$ cat src/rtl/core/lhbf_pkg.sv
// Package for the LED heartbeat and burst flasher unit.
// Holds register reset values, register indexes and item command codes.
// No dependencies; used by every module of the block.
`default_nettype none

package lhbf_pkg;

    localparam int unsigned CfgWidth   = 16;
    localparam int unsigned TimeWidth  = 32;
    localparam int unsigned CodeWidth  = 24;
    localparam int unsigned KindWidth  = 8;

    localparam logic [CfgWidth-1:0] BurstLengthReset = 16'd500;
    localparam logic [CfgWidth-1:0] BurstToggleReset = 16'd40;
    localparam logic [CfgWidth-1:0] PulseOnReset     = 16'd100;
    localparam logic [CfgWidth-1:0] PulseGapReset    = 16'd1000;

    typedef enum logic [1:0] {
        CFG_BURST_LENGTH = 2'd0,
        CFG_BURST_TOGGLE = 2'd1,
        CFG_PULSE_ON     = 2'd2,
        CFG_PULSE_GAP    = 2'd3
    } cfg_index_t;

    typedef enum logic {
        CMD_TICK = 1'b0,
        CMD_TAG  = 1'b1
    } command_t;

    // Tag checker verdict handed to the top level.
    typedef struct packed {
        logic kind_ok;
        logic codes_ok;
        logic good;
    } tag_status_t;

endpackage

`default_nettype wire

$ cat src/rtl/core/lhbf_tag_check.sv
// Well-formedness check of one snapshot tag.
// Depends on lhbf_pkg for field widths and the status struct.
`default_nettype none

module lhbf_tag_check (
    input  wire logic [lhbf_pkg::KindWidth-1:0] tag_kind,
    input  wire logic [lhbf_pkg::CodeWidth-1:0] camp_code,
    input  wire logic [lhbf_pkg::CodeWidth-1:0] color_code,
    input  wire logic [lhbf_pkg::CodeWidth-1:0] rune_code,
    output lhbf_pkg::tag_status_t               status
);
    import lhbf_pkg::*;

    // A code is good when its two low bytes are nonzero and its top byte is zero.
    function automatic logic code_ok(input logic [CodeWidth-1:0] code);
        return (code[7:0] != 8'd0) && (code[15:8] != 8'd0) && (code[23:16] == 8'd0);
    endfunction

    always_comb
    begin
        status.kind_ok  = (tag_kind != '0);
        status.codes_ok = code_ok(camp_code) && code_ok(color_code) && code_ok(rune_code);
        status.good     = status.kind_ok && status.codes_ok;
    end

endmodule

`default_nettype wire

$ cat src/rtl/core/led_heartbeat_and_burst_flasher_unit.sv
// Top level of the LED heartbeat and burst flasher unit.
// Depends on lhbf_pkg and instantiates lhbf_tag_check.
`default_nettype none

// The block drives one status LED from a stream of items. A tick item
// (command 0) advances the millisecond clock and runs the burst flasher and
// then the heartbeat. A tag item (command 1) carries one snapshot entry; the
// last tag of a snapshot that held any well-formed tag restarts the burst.
// Every item yields one result transfer with the LED level and burst flag.
//
// Both item channels use valid/stall; a transfer happens on a rising edge
// with valid high and stall low. Items pass an input register, one pass of
// compare-and-add logic that also updates the state, and a result register.
// Result valid is registered: an item passes the input register and then
// the result register before its result transfer. One item is taken every
// cycle while the receiver does not stall. When the receiver stalls, the
// result register holds, the input register fills behind it, and in_stall
// rises only once both are full.
//
// The configuration channel uses valid/ready and is always ready; a write
// to a register index takes effect on the edge of its transfer. Writes
// are to be made while the block is idle; the block does not enforce it.
// Async reset (rst_n low) clears time, burst, heartbeat state; loads defaults.

module led_heartbeat_and_burst_flasher_unit (
    input  wire logic                              clk,
    input  wire logic                              rst_n,

    input  wire logic                              in_valid,
    output      logic                              in_stall,
    input  wire logic                              command,
    input  wire logic [lhbf_pkg::KindWidth-1:0]    tag_kind,
    input  wire logic [lhbf_pkg::CodeWidth-1:0]    camp_code,
    input  wire logic [lhbf_pkg::CodeWidth-1:0]    color_code,
    input  wire logic [lhbf_pkg::CodeWidth-1:0]    rune_code,
    input  wire logic                              last_tag,

    output      logic                              out_valid,
    input  wire logic                              out_stall,
    output      logic                              led_level,
    output      logic                              burst_active,

    input  wire logic                              cfg_valid,
    output      logic                              cfg_ready,
    input  wire logic [1:0]                        cfg_index,
    input  wire logic [lhbf_pkg::CfgWidth-1:0]     cfg_data
);
    import lhbf_pkg::*;

    // Configuration registers.
    logic [CfgWidth-1:0] burst_length_reg;
    logic [CfgWidth-1:0] burst_toggle_reg;
    logic [CfgWidth-1:0] pulse_on_reg;
    logic [CfgWidth-1:0] pulse_gap_reg;

    // Input register.
    logic                 in_full_reg;
    logic                 command_reg;
    logic [KindWidth-1:0] tag_kind_reg;
    logic [CodeWidth-1:0] camp_code_reg;
    logic [CodeWidth-1:0] color_code_reg;
    logic [CodeWidth-1:0] rune_code_reg;
    logic                 last_tag_reg;

    // Block state.
    logic [TimeWidth-1:0] ms_now_reg,      ms_now_next;
    logic                 burst_on_reg,    burst_on_next;
    logic [TimeWidth-1:0] burst_end_reg,   burst_end_next;
    logic [TimeWidth-1:0] next_toggle_reg, next_toggle_next;
    logic [TimeWidth-1:0] beat_due_reg,    beat_due_next;
    logic                 beat_phase_reg,  beat_phase_next;
    logic                 led_pin_reg,     led_pin_next;
    logic                 seen_good_reg,   seen_good_next;

    // Result register.
    logic out_valid_reg;
    logic led_level_reg;
    logic burst_active_reg;

    logic        in_accept;
    logic        advance;
    tag_status_t tag_status;
    cfg_index_t  cfg_sel;

    logic [TimeWidth-1:0] now_inc;
    logic [TimeWidth-1:0] end_diff;
    logic [TimeWidth-1:0] toggle_diff;
    logic [TimeWidth-1:0] beat_diff;

    // The item in the input register moves on when the result register is
    // empty or is being taken on this edge.
    assign advance   = in_full_reg && (!out_valid_reg || !out_stall);
    assign in_stall  = in_full_reg && !advance;
    assign in_accept = in_valid && !in_stall;

    assign cfg_ready = 1'b1;
    assign cfg_sel   = cfg_index_t'(cfg_index);

    assign out_valid    = out_valid_reg;
    assign led_level    = led_level_reg;
    assign burst_active = burst_active_reg;

    lhbf_tag_check u_tag_check (
        .tag_kind   (tag_kind_reg),
        .camp_code  (camp_code_reg),
        .color_code (color_code_reg),
        .rune_code  (rune_code_reg),
        .status     (tag_status)
    );

    // One pass over the state for the item in the input register. A deadline
    // counts as reached when the wrapping difference now - deadline has its
    // sign bit clear.
    always_comb
    begin
        ms_now_next      = ms_now_reg;
        burst_on_next    = burst_on_reg;
        burst_end_next   = burst_end_reg;
        next_toggle_next = next_toggle_reg;
        beat_due_next    = beat_due_reg;
        beat_phase_next  = beat_phase_reg;
        led_pin_next     = led_pin_reg;
        seen_good_next   = seen_good_reg;

        now_inc     = ms_now_reg + 32'd1;
        end_diff    = now_inc - burst_end_reg;
        toggle_diff = now_inc - next_toggle_reg;

        if (command_reg == CMD_TICK)
        begin
            ms_now_next = now_inc;
            if (burst_on_reg)
            begin
                if (!end_diff[TimeWidth-1])
                begin
                    burst_on_next    = 1'b0;
                    next_toggle_next = '0;
                    led_pin_next     = 1'b0;
                end
                else if (!toggle_diff[TimeWidth-1])
                begin
                    led_pin_next     = !led_pin_reg;
                    next_toggle_next = now_inc + {16'd0, burst_toggle_reg};
                end
            end
        end
        else
        begin
            seen_good_next = seen_good_reg || tag_status.good;
            if (last_tag_reg)
            begin
                if (seen_good_next)
                begin
                    burst_on_next    = 1'b1;
                    burst_end_next   = ms_now_reg + {16'd0, burst_length_reg};
                    next_toggle_next = ms_now_reg;
                end
                seen_good_next = 1'b0;
            end
        end

        // The heartbeat runs on ticks with no burst, including the tick on
        // which a burst has just ended.
        beat_diff = now_inc - beat_due_reg;
        if ((command_reg == CMD_TICK) && !burst_on_next && !beat_diff[TimeWidth-1])
        begin
            if (!beat_phase_reg)
            begin
                led_pin_next    = 1'b1;
                beat_due_next   = now_inc + {16'd0, pulse_on_reg};
                beat_phase_next = 1'b1;
            end
            else
            begin
                led_pin_next    = 1'b0;
                beat_due_next   = now_inc + {16'd0, pulse_gap_reg};
                beat_phase_next = 1'b0;
            end
        end
    end

    // Configuration registers.
    always_ff @(posedge clk or negedge rst_n)
    begin
        if (!rst_n)
        begin
            burst_length_reg <= BurstLengthReset;
            burst_toggle_reg <= BurstToggleReset;
            pulse_on_reg     <= PulseOnReset;
            pulse_gap_reg    <= PulseGapReset;
        end
        else if (cfg_valid && cfg_ready)
        begin
            unique case (cfg_sel)
                CFG_BURST_LENGTH: burst_length_reg <= cfg_data;
                CFG_BURST_TOGGLE: burst_toggle_reg <= cfg_data;
                CFG_PULSE_ON:     pulse_on_reg     <= cfg_data;
                CFG_PULSE_GAP:    pulse_gap_reg    <= cfg_data;
                default:          ;
            endcase
        end
    end

    // Input register control.
    always_ff @(posedge clk or negedge rst_n)
    begin
        if (!rst_n)
        begin
            in_full_reg <= 1'b0;
        end
        else if (in_accept)
        begin
            in_full_reg <= 1'b1;
        end
        else if (advance)
        begin
            in_full_reg <= 1'b0;
        end
    end

    // Input payload.
    always_ff @(posedge clk)
    begin
        if (in_accept)
        begin
            command_reg    <= command;
            tag_kind_reg   <= tag_kind;
            camp_code_reg  <= camp_code;
            color_code_reg <= color_code;
            rune_code_reg  <= rune_code;
            last_tag_reg   <= last_tag;
        end
    end

    // Block state, updated as the item moves to the result register.
    always_ff @(posedge clk or negedge rst_n)
    begin
        if (!rst_n)
        begin
            ms_now_reg      <= '0;
            burst_on_reg    <= 1'b0;
            burst_end_reg   <= '0;
            next_toggle_reg <= '0;
            beat_due_reg    <= '0;
            beat_phase_reg  <= 1'b0;
            led_pin_reg     <= 1'b0;
            seen_good_reg   <= 1'b0;
        end
        else if (advance)
        begin
            ms_now_reg      <= ms_now_next;
            burst_on_reg    <= burst_on_next;
            burst_end_reg   <= burst_end_next;
            next_toggle_reg <= next_toggle_next;
            beat_due_reg    <= beat_due_next;
            beat_phase_reg  <= beat_phase_next;
            led_pin_reg     <= led_pin_next;
            seen_good_reg   <= seen_good_next;
        end
    end

    // Result register control.
    always_ff @(posedge clk or negedge rst_n)
    begin
        if (!rst_n)
        begin
            out_valid_reg <= 1'b0;
        end
        else if (advance)
        begin
            out_valid_reg <= 1'b1;
        end
        else if (!out_stall)
        begin
            out_valid_reg <= 1'b0;
        end
    end

    // Result payload.
    always_ff @(posedge clk)
    begin
        if (advance)
        begin
            led_level_reg    <= led_pin_next;
            burst_active_reg <= burst_on_next;
        end
    end

endmodule

`default_nettype wire
$ cat config.mk
export PLATFORM = sky130hd
export DESIGN_NAME = led_heartbeat_and_burst_flasher_unit
export DESIGN_NICKNAME = d
export VERILOG_FILES = /design/src/rtl/core/lhbf_pkg.sv /design/src/rtl/core/lhbf_tag_check.sv /design/src/rtl/core/led_heartbeat_and_burst_flasher_unit.sv
export SDC_FILE = /design/constraint.sdc
export NUM_CORES = 1
export LEC_CHECK = 0
export ABC_AREA = 1
export BUFFER_PORTS_ARGS = -buffer_cell sky130_fd_sc_hd__buf_2
export CAP_MARGIN = 20
export CORE_MARGIN = 8
export CORE_UTILIZATION = 62
export DETAILED_ROUTE_END_ITERATION = 6
export PLACE_DENSITY_LB_ADDON = 0.3
export SLEW_MARGIN = 20
export SYNTH_ARGS = -nofsm -noshare
export SYNTH_HDL_FRONTEND = slang
export SYNTH_SLANG_ARGS = --single-unit
$ cat constraint.sdc
create_clock -name clk -period 3.5 [get_ports clk]
set_input_delay 0.175 -clock clk [delete_from_list [all_inputs] [get_ports clk]]
set_output_delay 0.175 -clock clk [all_outputs]
set_load 0.01 [all_outputs]
==> reports/metrics.yaml <==
timing:
  worst_clock_skew_ns: 0.0179
  min_period_ns: 3.59
  rsz0062_at_grt: "true"
  setup_slack_ns: -0.0880
  holdWs_ns: 0.0101
  period_share: 1.03
  finalMaxSlewViolations: 0
  setup_viol_count_final: 56
  hold_viol_final: 0
  relSlewSlack: 0.315
  tightest_slew_ns: 1.03
  max_freq_mhz: 279
yosys:
  synth_cell_types: 45
  syn_nets: 2396
  syn_inst: 2149
  ys_ff_latch: 282
  yosysWarnings: 0
  syn_area_mm2: 0.0174
  syn_avg_cell_area_um2: 8.11
  synth_edf_count: 84
  async_flop_share: 0.702
  yosysSeqAreaShare: 0.430
  synth_ff_type: "dfrtp_1"
global_routing:
  grt_pass1_wl_mm: 90.9
  grt_pass1_vias: 16700
  grt_max_degree: 103
  grt.total_usage: 0.344
  overflow: 0
  antenna_found_initial: 2
hold_path:
  hp-start: "cfg_data[9]"
  holdPathEnd: "pulse_gap_reg[9]"
  hold_path.class: "primary input to flop"
  whs_path_depth: 3
routing:
  totalWireLength_mm: 62.1
  drt_iter0_drc: 2005
  drc: 0
  antenna_left: 0
  num_vias: 17400
  vias_per_cell: 6.01
  first_pass_iters: 6
  wire_per_inst_um: 21.4
critical_path:
  critPathMaxFanout: 6
  reg2reg_from: "ms_now_reg[12]"
  crit_family: "simple AND/OR/NAND/NOR gates"
  startpoint_type: "flop"
  worstRegToRegCells: 25
  r2r-end: "next_toggle_reg[14]"
  critPathKind: "flop to flop"
  slowest_stage: "dfrtp_2"
  end_kind: "flop"
  path_buf_inv: 4
  r2r_setup_slack_ns: -0.09
  crit_arrival_ns: 4.08
  cp_data_required_time_ns: 4.00
  slowest_delay_ns: 0.43
finish:
  drive_above_1_share: 0.218
  finish.utilization: 0.813
  diodes: 0
  n_fill_cell: 1710
  nNetsFinal: 2743
  final_common_cell: "nand2_1"
  area_growth_pct: 29.2
  mostFrequentLayoutCells: "nand2_1 (577), inv_1 (236), o21ai_0 (176)"
floorplan:
  die-height_um: 184
  placementRows: 61
  start_util: 0.629
  die_w_um: 184
  io_pins: 110
  dieArea_mm2: 0.0337
  core_mm2: 0.0277
flow_run:
  maxCapViolations: 0
cts:
  cts_tree: "done"
  ctsLongestPathBuffers: 3
  clk_latency_ns: 0.59
  cts_inserted_buffers: 31
  path_clk_slew_ns: 0.07
  cts.sinks: 282
  h-tree-depth: 1
  clockRootBuffer: "clkbuf_16"
placement:
  gp_congestion: 0.999
  portBuffers: 108
  dpl.hpwl_mm: 38.6
outcome:
  violations: "negative setup slack"
  status: "finished with violations"
pwr:
  peakVddDrop_uv: 473
  p_per_area_mw_per_mm2: 744
  p_leak_nw: 10.6
per-layer routing:
metal / GRT usage / vias up / share of wire
met5: 0 / - / 0.00029
li1: - / 7737 / -
met1: 0.452 / 8230 / 0.38
met4: 0.153 / 4 / 0.056
met2: 0.546 / 1198 / 0.45
met3: 0.0682 / 258 / 0.11
cell usage after synthesis (all sizes together), types with 6 or more instances:
cell type  number  area [µm²]
xnor2          23         201
edfxtp         84        2520
o21bai          6        45.0
clkbuf         32         121
nand2         643        2500
a21oi          95         475
nor2          141         612
inv           257         965
nand4          21         146
o21ai         224        1200
nand3         119         626
ha            139        1740
buf            19         151
nor3            9        45.0
dfstp          17         447
nor4           22         138
xor2           72         631
dfrtp         181        4530
o22ai          16         100
worst register-to-register path, delay by kind of cell, from the launching register on:
| family | cells | cell delay (ns) |
|---|---|---|
| compound gates | 1 | 0.11 |
| simple gates | 19 | 2.25 |
| flops | 1 | 0.43 |
| buf+inv | 4 | 0.41 |
| fa+ha+maj | 1 | 0.30 |
how the worst max path moves through the flow:
| stage | startpoint | endpoint | slack [ns] | cells past startpoint |
|---|---|---|---|---|
| detailed placement | ms_now_reg[12] | beat_due_reg[30] | -0.34 | 24 |
| global placement | ms_now_reg[12] | led_level | -0.29 | 22 |
| CTS | ms_now_reg[0] | beat_due_reg[30] | 0.005 | 23 |
| floorplan | ms_now_reg[0] | beat_due_reg[14] | 0.36 | 21 |
| global route | ms_now_reg[7] | next_toggle_reg[2] | -0.22 | 25 |
| finish | ms_now_reg[12] | next_toggle_reg[14] | -0.09 | 25 |
area by class of cell:
cell class	instances	area [µm²]	area share
multi-input cells	1557	9360	0.416
clock buffers	46	913	0.0406
well taps	378	473	0.0210
flip-flops and latches	282	7510	0.334
clock inverters	12	213	0.00945
repair buffers	365	3060	0.136
inverters	259	985	0.0437
through the flow:
| stage | cells | setup slack, ns | total power [W] | TNS (ns) | cell area, µm² |
|---|---|---|---|---|---|
| global placement | 2698 | -0.293 | 0.0113 | -13.80 | 19100 |
| CTS | 2866 | 0.00512 | 0.0154 | 0 | 21500 |
| finish | 2899 | -0.0880 | 0.0167 | -2.32 | 22500 |
| global route | 2899 | -0.219 | 0.0176 | -8.39 | 22500 |
| detailed placement | 2698 | -0.345 | 0.0115 | -18.35 | 19100 |
| floorplan | 2149 | 0.358 | 0.00915 | 0 | 17400 |
where the power goes:
| group | switching (W) | internal (W) |
|---|---|---|
| clock | 0.00148 | 0.00218 |
| combinational | 0.00502 | 0.00330 |
| sequential | 0.000586 | 0.00418 |
| total | 0.00708 | 0.00967 |
cell families (layout without fill, tap and decap cells):
logic type / count (synthesis) / in the layout / synth area share
compound gates: 358 / 358 / 0.111
xor+xnor: 95 / 95 / 0.0477
fa+ha+maj: 142 / 142 / 0.103
buf+inv: 310 / 682 / 0.0714
flops: 282 / 282 / 0.430
other cells: 1 / 1 / 0.000215
simple gates: 961 / 961 / 0.236
repair_timing:
action,CTS,global route
gates cloned,2,8
gates resized for setup,37,158
buffers inserted,10,23
setup endpoints to repair,70,73
hold endpoints to repair,219,0
pin swaps,8,37
hold buffers,98,0
Power figures use the tool's default switching activity.
